==> src/rtl/lpt_pkg.sv <==
// Shared constants, types and state encoding for the LRU page tracker.
`default_nettype none

package lpt_pkg;

    // List depth and page number space
    localparam int MAX_FRAMES = 8;
    localparam int PAGE_SPACE = 16;

    // Derived widths
    localparam int PAGE_W = (PAGE_SPACE > 1) ? $clog2(PAGE_SPACE) : 1;
    localparam int IDX_W  = (MAX_FRAMES > 1) ? $clog2(MAX_FRAMES) : 1;
    localparam int CNT_W  = $clog2(MAX_FRAMES + 1);

    // Fixed field widths of the register and the result
    localparam int CAP_W = 4;
    localparam int OCC_W = 4;
    localparam logic [CAP_W-1:0] CAP_RESET = CAP_W'(8);

    typedef logic [PAGE_W-1:0] t_page;

    // Controller states
    typedef enum logic [0:0] {
        S_IDLE,
        S_UPDATE
    } t_state;

    // Commands from the controller to the datapath
    typedef struct packed {
        logic capture;
        logic update;
    } t_cmd;

endpackage

`default_nettype wire

==> src/rtl/lpt_req_if.sv <==
// Page reference channel: valid/ready handshake carrying one page number.
`default_nettype none

interface lpt_req_if;
    logic       valid;
    logic       ready;
    logic [3:0] page;

    modport source (output valid, output page, input ready);
    modport sink   (input valid, input page, output ready);
endinterface

`default_nettype wire

==> src/rtl/lpt_rsp_if.sv <==
// Result channel: valid/ready handshake carrying hit, eviction and occupancy.
`default_nettype none

interface lpt_rsp_if;
    logic       valid;
    logic       ready;
    logic       hit;
    logic       evicted;
    logic [3:0] evicted_page;
    logic [3:0] occupancy;

    modport source (output valid, output hit, output evicted, output evicted_page,
                    output occupancy, input ready);
    modport sink   (input valid, input hit, input evicted, input evicted_page,
                    input occupancy, output ready);
endinterface

`default_nettype wire

==> src/rtl/lpt_ctrl.sv <==
// Controller: sequences capture and update of one reference and owns result valid.
`default_nettype none

module lpt_ctrl
    import lpt_pkg::*;
(
    input  wire  i_clk,
    input  wire  i_rst_n,
    input  wire  i_in_valid,
    output logic o_in_ready,
    input  wire  i_out_ready,
    output logic o_out_valid,
    output t_cmd o_cmd
);

    t_state r_state;
    t_state n_state;
    logic   r_out_valid;
    logic   n_out_valid;

    // State and result valid registers
    always_ff @(posedge i_clk) begin
        if (!i_rst_n) begin
            r_state     <= S_IDLE;
            r_out_valid <= 1'b0;
        end else begin
            r_state     <= n_state;
            r_out_valid <= n_out_valid;
        end
    end

    // Next state and commands
    always_comb begin
        n_state      = r_state;
        o_in_ready   = 1'b0;
        o_cmd        = '0;
        n_out_valid  = r_out_valid && !i_out_ready;
        case (r_state)
            S_IDLE: begin
                // take an item only if the result register is free by the next edge
                o_in_ready    = !r_out_valid || i_out_ready;
                o_cmd.capture = i_in_valid && o_in_ready;
                if (o_cmd.capture) begin
                    n_state = S_UPDATE;
                end
            end
            S_UPDATE: begin
                o_cmd.update = 1'b1;
                n_out_valid  = 1'b1;
                n_state      = S_IDLE;
            end
            default: begin
                n_state = S_IDLE;
            end
        endcase
    end

    assign o_out_valid = r_out_valid;

    // Checks
    a_cmd_exclusive: assert property (@(posedge i_clk) disable iff (!i_rst_n)
        !(o_cmd.capture && o_cmd.update))
        else $error("capture and update issued together");

    a_capture_then_update: assert property (@(posedge i_clk) disable iff (!i_rst_n)
        o_cmd.capture |=> o_cmd.update)
        else $error("captured item not updated in the next cycle");

    a_update_sets_valid: assert property (@(posedge i_clk) disable iff (!i_rst_n)
        o_cmd.update |=> r_out_valid)
        else $error("result not presented after update");

endmodule

`default_nettype wire

==> src/rtl/lpt_datapath.sv <==
// Datapath: recency list, resident count, capacity register and result register.
`default_nettype none

module lpt_datapath
    import lpt_pkg::*;
(
    input  wire              i_clk,
    input  wire              i_rst_n,
    input  t_cmd             i_cmd,
    input  wire [3:0]        i_page,
    input  wire              i_cfg_we,
    input  wire [CAP_W-1:0]  i_cfg_wdata,
    output logic             o_hit,
    output logic             o_evicted,
    output logic [3:0]       o_evicted_page,
    output logic [OCC_W-1:0] o_occupancy
);

    t_page             r_list [MAX_FRAMES];
    t_page             n_list [MAX_FRAMES];
    logic [CNT_W-1:0]  r_count;
    logic [CNT_W-1:0]  n_count;
    logic [CAP_W-1:0]  r_capacity;
    t_page             r_page;

    logic              r_hit;
    logic              r_evicted;
    t_page             r_evicted_page;
    logic [OCC_W-1:0]  r_occupancy;

    logic [MAX_FRAMES-1:0] lpt_match;
    logic [IDX_W-1:0]      lpt_pos;
    logic                  lpt_hit;
    logic                  lpt_full;
    logic                  lpt_evict;
    logic [CNT_W-1:0]      lpt_eff_cap;
    logic [CNT_W-1:0]      lpt_count_m1;

    // Clamp capacity to the range one to list depth
    always_comb begin
        if (int'(r_capacity) > MAX_FRAMES) begin
            lpt_eff_cap = CNT_W'(MAX_FRAMES);
        end else if (r_capacity == '0) begin
            lpt_eff_cap = CNT_W'(1);
        end else begin
            lpt_eff_cap = CNT_W'(r_capacity);
        end
    end

    // Compare the page against every resident entry at once
    always_comb begin
        for (int i = 0; i < MAX_FRAMES; i++) begin
            lpt_match[i] = (CNT_W'(i) < r_count) && (r_list[i] == r_page);
        end
    end

    // Pick the most recent matching position
    always_comb begin
        lpt_pos = '0;
        for (int i = MAX_FRAMES - 1; i >= 0; i--) begin
            if (lpt_match[i]) begin
                lpt_pos = IDX_W'(i);
            end
        end
    end

    assign lpt_hit      = |lpt_match;
    assign lpt_full     = (r_count >= lpt_eff_cap);
    assign lpt_evict    = !lpt_hit && lpt_full;
    assign lpt_count_m1 = r_count - CNT_W'(1);

    // Move the page to the front and shift the entries that were ahead of it (all on a miss) back by one
    always_comb begin
        n_list[0] = r_page;
        for (int i = 1; i < MAX_FRAMES; i++) begin
            if (!lpt_hit || (IDX_W'(i) <= lpt_pos)) begin
                n_list[i] = r_list[i-1];
            end else begin
                n_list[i] = r_list[i];
            end
        end
    end

    // Grow the count only on a miss with a free frame
    assign n_count = (!lpt_hit && !lpt_full) ? r_count + CNT_W'(1) : r_count;

    // Control state: count and capacity
    always_ff @(posedge i_clk) begin
        if (!i_rst_n) begin
            r_count    <= '0;
            r_capacity <= CAP_RESET;
        end else begin
            if (i_cmd.update) begin
                r_count <= n_count;
            end
            if (i_cfg_we) begin
                r_capacity <= i_cfg_wdata;
            end
        end
    end

    // Payload: list, captured page and result register
    always_ff @(posedge i_clk) begin
        if (i_cmd.capture) begin
            r_page <= t_page'(i_page);
        end
        if (i_cmd.update) begin
            for (int i = 0; i < MAX_FRAMES; i++) begin
                r_list[i] <= n_list[i];
            end
            r_hit          <= lpt_hit;
            r_evicted      <= lpt_evict;
            r_evicted_page <= lpt_evict ? r_list[lpt_count_m1[IDX_W-1:0]] : '0;
            r_occupancy    <= OCC_W'(n_count);
        end
    end

    assign o_hit          = r_hit;
    assign o_evicted      = r_evicted;
    assign o_evicted_page = 4'(r_evicted_page);
    assign o_occupancy    = r_occupancy;

    // Checks
    a_count_bound: assert property (@(posedge i_clk) disable iff (!i_rst_n)
        int'(r_count) <= MAX_FRAMES)
        else $error("resident count above list depth");

    a_count_monotonic: assert property (@(posedge i_clk) disable iff (!i_rst_n)
        $past(i_rst_n) |-> r_count >= $past(r_count))
        else $error("resident count dropped outside reset");

    a_evict_keeps_count: assert property (@(posedge i_clk) disable iff (!i_rst_n)
        (i_cmd.update && lpt_evict) |=> r_count == $past(r_count))
        else $error("eviction changed resident count");

endmodule

`default_nettype wire

==> src/rtl/lru_page_tracker.sv <==
// Top level of the LRU page tracker: controller, datapath and channel wiring.
//
//   Channel   Dir  Handshake    Payload
//   i_req     in   valid/ready  page[3:0]
//   o_rsp     out  valid/ready  hit, evicted, evicted_page[3:0], occupancy[3:0]
//   i_cfg_*   in   write enable capacity[3:0]
//
// Each reference passes through S_IDLE, which registers the page, and S_UPDATE, in which the
// whole resident list is compared in parallel and shifted by one position.
// The next item can be taken in the cycle after the update only if the result
// is taken in that same cycle; a stalled result holds input.
// Reset clears the resident count and sets capacity to 8; list contents are not
// cleared, as only entries below the count are ever read.
`default_nettype none

module lru_page_tracker
    import lpt_pkg::*;
(
    input  wire               i_clk,
    input  wire               i_rst_n,
    lpt_req_if.sink           i_req,
    lpt_rsp_if.source         o_rsp,
    input  wire               i_cfg_we,
    input  wire [CAP_W-1:0]   i_cfg_wdata
);

    t_cmd lpt_cmd;

    // Sequence the reference and the result handshake
    lpt_ctrl u_ctrl (
        .i_clk       (i_clk),
        .i_rst_n     (i_rst_n),
        .i_in_valid  (i_req.valid),
        .o_in_ready  (i_req.ready),
        .i_out_ready (o_rsp.ready),
        .o_out_valid (o_rsp.valid),
        .o_cmd       (lpt_cmd)
    );

    // Hold the recency list and build the result
    lpt_datapath u_dp (
        .i_clk          (i_clk),
        .i_rst_n        (i_rst_n),
        .i_cmd          (lpt_cmd),
        .i_page         (i_req.page),
        .i_cfg_we       (i_cfg_we),
        .i_cfg_wdata    (i_cfg_wdata),
        .o_hit          (o_rsp.hit),
        .o_evicted      (o_rsp.evicted),
        .o_evicted_page (o_rsp.evicted_page),
        .o_occupancy    (o_rsp.occupancy)
    );

endmodule

`default_nettype wire
==> src/flat_wrapper.sv <==
// flat-port wrapper written by rule: the top's interface ports become plain ports
module lru_page_tracker_flat import lpt_pkg::*;
  (i_clk, i_rst_n, i_cfg_we, i_cfg_wdata, i_req_valid, i_req_page, i_req_ready, o_rsp_valid, o_rsp_hit, o_rsp_evicted, o_rsp_evicted_page, o_rsp_occupancy, o_rsp_ready);
  lpt_req_if i_req_i ();
  lpt_rsp_if o_rsp_i ();
  input  wire i_clk;
  input  wire i_rst_n;
  input  wire i_cfg_we;
  input  wire [CAP_W-1:0] i_cfg_wdata;
  input wire logic [$bits(i_req_i.valid)-1:0] i_req_valid;
  input wire logic [$bits(i_req_i.page)-1:0] i_req_page;
  output wire logic [$bits(i_req_i.ready)-1:0] i_req_ready;
  output wire logic [$bits(o_rsp_i.valid)-1:0] o_rsp_valid;
  output wire logic [$bits(o_rsp_i.hit)-1:0] o_rsp_hit;
  output wire logic [$bits(o_rsp_i.evicted)-1:0] o_rsp_evicted;
  output wire logic [$bits(o_rsp_i.evicted_page)-1:0] o_rsp_evicted_page;
  output wire logic [$bits(o_rsp_i.occupancy)-1:0] o_rsp_occupancy;
  input wire logic [$bits(o_rsp_i.ready)-1:0] o_rsp_ready;
  assign i_req_i.valid = i_req_valid;
  assign i_req_i.page = i_req_page;
  assign i_req_ready = i_req_i.ready;
  assign o_rsp_valid = o_rsp_i.valid;
  assign o_rsp_hit = o_rsp_i.hit;
  assign o_rsp_evicted = o_rsp_i.evicted;
  assign o_rsp_evicted_page = o_rsp_i.evicted_page;
  assign o_rsp_occupancy = o_rsp_i.occupancy;
  assign o_rsp_i.ready = o_rsp_ready;
  lru_page_tracker u_core (.i_clk(i_clk), .i_rst_n(i_rst_n), .i_req(i_req_i), .o_rsp(o_rsp_i), .i_cfg_we(i_cfg_we), .i_cfg_wdata(i_cfg_wdata));
endmodule
==> config.mk <==
export PLATFORM = sky130hd
export DESIGN_NAME = lru_page_tracker_flat
export DESIGN_NICKNAME = d
export VERILOG_FILES = /design/src/rtl/lpt_pkg.sv /design/src/rtl/lpt_req_if.sv /design/src/rtl/lpt_rsp_if.sv /design/src/rtl/lpt_ctrl.sv /design/src/rtl/lpt_datapath.sv /design/src/rtl/lru_page_tracker.sv /design/src/flat_wrapper.sv
export SDC_FILE = /design/constraint.sdc
export NUM_CORES = 1
export LEC_CHECK = 0
export BUFFER_PORTS_ARGS = -buffer_cell sky130_fd_sc_hd__buf_2
export CAP_MARGIN = 10
export CORE_ASPECT_RATIO = 0.9
export CORE_MARGIN = 4
export CORE_UTILIZATION = 56
export DETAILED_ROUTE_END_ITERATION = 8
export PLACE_DENSITY = 0.76
export RECOVER_POWER = 100
export SLEW_MARGIN = 20
export SYNTH_ARGS = -nofsm -noshare
export SYNTH_HDL_FRONTEND = slang
export SYNTH_SLANG_ARGS = --single-unit
==> constraint.sdc <==
create_clock -name i_clk -period 3.13 [get_ports i_clk]
set_input_delay 0.313 -clock i_clk [delete_from_list [all_inputs] [get_ports i_clk]]
set_output_delay 0.313 -clock i_clk [all_outputs]
set_load 0.02 [all_outputs]
==> impl_metrics.py, run 1 <==
metrics = {
    "status": {
        "status": "complete, no violations",
    },
    "sta": {
        "tightest_slew_ns": 1.07,
        "finalMaxSlewViolations": 0,
        "finClkSkew_ns": 0.00380,
        "max_freq_ghz": 0.382,
        "rsz0062_at_grt": "no",
        "hold_violations": 0,
        "slew_headroom_pct": 28.5,
        "setup_slack_ns": 0.511,
        "tns_ns": 0,
        "period_share_pct": 83.7,
        "post-route-min-period_ns": 2.62,
        "setup_viol": 0,
    },
    "final_layout": {
        "ff_latch_area_mm2": 0.00158,
        "fill_cells": 410,
        "postLayoutCoreUtil_pct": 61.6,
        "layout-drive-gt1-share_pct": 12.9,
        "nets": 260,
        "multi_input_area_mm2": 0.00107,
        "diodes": 0,
        "area_growth_pct": 6.30,
    },
    "routing": {
        "num_vias": 1673,
        "wl_per_cell_um": 16.3,
        "first_pass_iters": 4,
        "drc": 0,
        "drtIter0Drc": 241,
        "drt_wl_total_um": 4990,
        "ant_nets": 0,
        "viasPerCell": 5.47,
    },
    "worst_setup_path": {
        "cp-end-kind": "flip-flop",
        "crit_arrival_ns": 2.66,
        "startpoint": "u_core.u_dp.r_count[1]",
        "critical_path.max_fanout": 11,
        "worstPathRequired_ns": 3.18,
        "critical_path_class": "reg2reg",
        "r2r-start": "u_core.u_dp.r_count[1]",
        "cp-start-kind": "flip-flop",
    },
    "cts": {
        "cts_made_buffers": 5,
        "clock_path_buffers": 2,
        "cts_resized": 0,
        "clk_latency_ns": 0.30,
        "cts_tree": "done",
        "root_buffer": "clkbuf_8",
        "clk_pin_slew_ns": 0.09,
        "cts_sinks": 56,
        "htreeDepth": 2,
        "cts_hold_buffers": 0,
        "cts_setup_buffers": 0,
    },
    "synthesis": {
        "yosys.cell_types.count": 40,
        "synth.yosys.seq_area_share_pct": 56.1,
        "yosysTopAreaCell": "edfxtp_1",
        "synth_top_area_share_pct": 49.0,
        "netlist_instances": 217,
        "synth_edf_count": 46,
        "synth_seq_cells": 56,
        "yosys_warnings": 0,
        "post_synth.cell_area_avg_um2": 13.0,
        "syn_area_mm2": 0.00282,
        "yosysMostFrequentCell": "edfxtp_1",
        "synthTopCellsByArea": "edfxtp_1 (49%), dfxtp_1 (7.1%), mux4_2 (6.4%), xnor2_1 (6.2%), mux2i_1 (3.2%)",
        "ys.flop_type": "edfxtp_1",
        "ys_top_cells_by_count": "edfxtp_1 (46), xnor2_1 (20), inv_1 (14)",
        "synthesis.nets": 237,
        "synthArstFlopShare_pct": 0,
    },
    "place": {
        "place_congestion": 0.801,
        "preCtsSetupSlack_ns": 0.497,
        "hpwlAfterDp_um": 3770,
        "numPortBuffers": 24,
    },
    "global_routing": {
        "grt_usage_pct": 16.4,
        "overflow": 0,
        "grt_pass1_wl_um": 7900,
        "grt_antenna_before_repair": 0,
        "grt_pass1_vias": 1581,
        "grt_max_degree": 22,
    },
    "job": {
        "cap_violations": 0,
    },
    "die": {
        "initial_core_util_pct": 58.0,
        "die_area_mm2": 0.00624,
        "fp-row-count": 24,
        "ioPinCount": 25,
        "die_h_um": 75.3,
        "die_w_um": 82.8,
        "core_area_mm2": 0.00486,
    },
    "power_and_ir_drop": {
        "total_power_mw": 1.42,
        "cellPowerDensity_mw_per_mm2": 473,
        "ir_drop_uv": 343,
        "p_leak_nw": 1.13,
    },
    "min_path": {
        "hp-class": "in2reg",
        "hold_start": "i_req_page[0]",
    },
}
==> routing by layer <==
metal  up-vias  GRT usage (%)  share of wire, %
li1        824              -                 -
met3         5           3.35               6.2
met2        56           27.0                47
met5         -              0                 0
met1       788           23.0                46
met4         0           3.99              0.72
==> area by class of cell <==
type | instances | area share [%]
multi-input combinational | 133 | 35.7
clock buffer | 7 | 2.55
timing repair buffer | 28 | 4.13
tap | 65 | 2.71
inverter | 16 | 2.00
sequential | 56 | 52.8
clock inverter | 1 | 0.167
==> state kept, by name, summed over array words and instances, names as in the netlist <==
| register | flops |
|---|---|
| u_core.u_dp.o_evicted_page | 4 |
| u_core.u_dp.r_capacity | 4 |
| u_core.u_dp.r_page | 4 |
| u_core.u_dp.o_hit | 1 |
| u_core.u_ctrl.o_out_valid | 1 |
| u_core.u_ctrl.r_state | 1 |
| u_core.u_dp.r_count | 4 |
| u_core.u_dp.r_list | 32 |
| u_core.u_dp.o_occupancy | 4 |
| u_core.u_dp.o_evicted | 1 |
==> layout by cell type (no fill, tap or decap) <==
cell	instances
nand2b_1	6
xnor2_1	20
a211oi_1	2
xor2_1	9
and4bb_1	1
edfxtp_1	46
o21a_1	2
a22o_1	1
a21o_1	3
nand3_1	5
a21oi_1	7
ha_1	7
o211ai_1	1
mux4_2	8
clkbuf_1	17
inv_2	2
a41o_1	1
o2111ai_1	1
buf_2	12
o21ai_0	4
and3_1	3
nor3_1	5
nor4_1	2
nand3_2	2
and2_0	1
nor2b_1	4
dfxtp_1	10
nor2_1	11
mux2i_1	9
or4_1	1
inv_1	14
clkbuf_8	5
o41ai_1	1
buf_4	1
a221oi_1	2
nand2_1	12
o22ai_1	1
nand4_1	1
clkinv_2	1
==> path summary, 6_finish.rpt <==
kind,end,slack (ns),cells after the start
worst max-delay path,u_core.u_dp.o_occupancy[3],0.51,9
worst max register to register,u_core.u_dp.o_occupancy[3],0.51,9
worst min register to register,u_core.u_dp.r_list[4][3],0.50,0
worst min-delay path,u_core.u_dp.r_page[0],0.19,1
==> power breakdown <==
group          switching [mW]  internal [mW]
clock                   0.209          0.158
combinational          0.0939         0.0770
sequential             0.0337          0.846
total                   0.337           1.08
==> critical path, cell delays in order (launching register included) <==
cell      delay [ns]
dfxtp_1         0.39
inv_1           0.13
ha_1            0.25
inv_1           0.06
a21oi_1         0.15
nor4_1          0.11
or4_1           0.50
and4bb_1        0.53
nand2_1         0.12
xnor2_1         0.14
==> logic make-up after synthesis <==
family	after synthesis	synth area share (%)
AOI/OAI and AO/OA	26	6.39
DFF	56	56.1
adders and majority gates	7	3.11
buffers and inverters	28	5.41
xor gates and xnor gates	29	9.01
muxes	17	9.58
and+or+nand+nor	54	10.4
==> metrics by stage <==
stage | area, µm² | instances | hold WS (ns)
after floorplan | 2820 | 217 | 0.412
after global placement | 2960 | 298 | 0.475
after detailed placement | 2960 | 298 | 0.480
after CTS | 3040 | 306 | 0.179
after global routing | 3000 | 306 | 0.164
final | 3000 | 306 | 0.186
Power figures use the tool's default switching activity.
==> run 2: changes to the inputs <==
Clock period 3.13 ns to 2.7 ns, I/O delays scaled along.
==> run 2 against run 1 <==
Sequential share of layout area is 1.6 points lower; setup slack worse by 0.31 ns; clock power up 31%; combinational power grew 26%; count of clock-buffer cells in the layout rose by 1; largest cell class unchanged; sequential cell count did not move; highest routed layer unchanged; critical path depth down 1.
==> impl_metrics.py, run 2 (same netlist as run 1, synthesis figures left out) <==
metrics = {
    "die": {
        "fp-row-count": 24,
        "die_h_um": 75.3,
        "die_w_um": 82.8,
        "initial_core_util_pct": 58.0,
        "die_area_mm2": 0.00624,
        "ioPinCount": 25,
        "core_area_mm2": 0.00486,
    },
    "power_and_ir_drop": {
        "combPwrFrac_pct": 12.6,
        "clkPwrFrac_pct": 28.1,
        "p_int_mw": 1.31,
        "cellPowerDensity_mw_per_mm2": 554,
        "switching_share_pct": 23.2,
        "power_frac_seq_pct": 59.4,
        "ir_drop_uv": 418,
        "total_power_mw": 1.71,
        "p_switching_uw": 397,
        "p_leak_nw": 1.18,
    },
    "cts": {
        "clock_path_buffers": 2,
        "clk_latency_ns": 0.30,
        "cts_hold_buffers": 0,
        "htreeDepth": 2,
        "clk_pin_slew_ns": 0.09,
        "cts_sinks": 56,
        "cts_tree": "done",
        "root_buffer": "clkbuf_8",
        "cts_made_buffers": 5,
    },
    "final_layout": {
        "fin_area_mm2": 0.00309,
        "layout_common_cells": "edfxtp_1 (46), xnor2_1 (20), clkbuf_1 (16)",
        "largest_reg_flops": 32,
        "postLayoutCoreUtil_pct": 63.5,
        "diodes": 0,
        "nets": 268,
        "area_growth_pct": 9.58,
        "top_register": "u_core.u_dp.r_list",
        "layout_commonest_cell": "edfxtp_1",
        "fill_cells": 395,
        "layout-drive-gt1-share_pct": 16.1,
    },
    "sta": {
        "setup_viol": 0,
        "slew_headroom_pct": 55.2,
        "finalMaxSlewViolations": 0,
        "period_share_pct": 92.4,
        "tns_ns": 0,
        "finClkSkew_ns": 0.00678,
        "hold_violations": 0,
        "setup_slack_ns": 0.204,
        "max_freq_ghz": 0.401,
        "tightest_slew_ns": 0.667,
        "post-route-min-period_ns": 2.50,
        "rsz0062_at_grt": "no",
    },
    "global_routing": {
        "grt_pass1_vias": 1726,
        "grt_max_degree": 22,
        "grt_antenna_before_repair": 0,
        "overflow": 0,
        "grt_pass1_wl_um": 8360,
        "grt_usage_pct": 17.3,
    },
    "worst_setup_path": {
        "critical_path.max_fanout": 9,
        "crit_arrival_ns": 2.70,
        "worstPathCellList": "xnor2_1 > nand3_2 > a211oi_1 > or4_1 > and4bb_1 > buf_4 > a21oi_1 > o21a_1",
        "slowest_delay_ns": 0.58,
        "crit_path_top_delay_cell": "edfxtp_1",
        "worstPathRequired_ns": 2.90,
        "critical_path_class": "reg2reg",
        "cp-start-kind": "flip-flop",
        "cp-end-kind": "flip-flop",
    },
    "routing": {
        "first_pass_iters": 4,
        "drt_wl_total_um": 5040,
        "num_vias": 1753,
        "drtIter0Drc": 169,
        "ant_nets": 0,
        "drc": 0,
        "viasPerCell": 5.58,
        "wl_per_cell_um": 16.0,
    },
    "place": {
        "preCtsSetupSlack_ns": 0.173,
        "hpwlAfterDp_um": 3800,
        "numPortBuffers": 24,
        "place_congestion": 0.936,
        "placed_area_mm2": 0.00299,
    },
    "min_path": {
        "hp-class": "in2reg",
    },
    "job": {
        "cap_violations": 0,
    },
    "status": {
        "status": "complete, no violations",
    },
}
[run 2: final cells by class]
class | count | area (µm²) | area share, %
clock buffer | 8 | 100 | 3.24
inverter | 16 | 60.1 | 1.94
multi-input combinational | 133 | 1070 | 34.7
sequential | 56 | 1580 | 51.2
tap | 65 | 81.3 | 2.63
timing repair buffer | 36 | 196 | 6.36
[run 2: worst max-delay path: cells and delay by family (launching register included)]
family                 cells  cell delay, ns
AND/OR/NAND/NOR            3            1.10
XOR/XNOR                   1            0.22
AO/OA/AOI/OAI              3            0.32
flip-flops                 1            0.58
buffers and inverters      1            0.18
[run 2: final timing paths]
path	from	endpoint	slack (ns)	depth (start not counted)
max	u_core.u_dp.r_page[1]	u_core.u_dp.r_count[0]	0.20	8
min reg2reg	u_core.u_dp.r_list[1][1]	u_core.u_dp.r_list[2][1]	0.52	0
max reg2reg	u_core.u_dp.r_page[1]	u_core.u_dp.r_count[0]	0.20	8
min	i_req_page[2]	u_core.u_dp.r_page[2]	0.13	1
[run 2: timing repair]
action	4_1_cts	5_1_grt
setup buffers	0	4
endpoints found under the setup margin	0	5
endpoints found under the hold margin	0	0
gates resized for setup	0	0
[run 2: stage by stage]
step | std cells | hold WS, ns
after detailed placement | 302 | 0.448
final | 314 | 0.133
after global routing | 314 | 0.121
after CTS | 310 | 0.128
after global placement | 302 | 0.448
after floorplan | 217 | 0.369
[run 2: routing by layer]
metal,global-route usage [%],wire length (µm),vias up
met2,27.8,2340,59
li1,-,-,839
met4,6.17,85,0
met3,4.22,297,8
met5,0,0,-
met1,23.5,2310,847
[run 2: power by group through the flow]
stage,clock network [mW],registers (mW),logic [mW]
finish,0.480,1.02,0.215
global route,0.530,1.02,0.239
CTS,0.488,1.02,0.212
detailed placement,0,1.04,0.211
global placement,0,1.04,0.208
floorplan,0,1.03,0.159
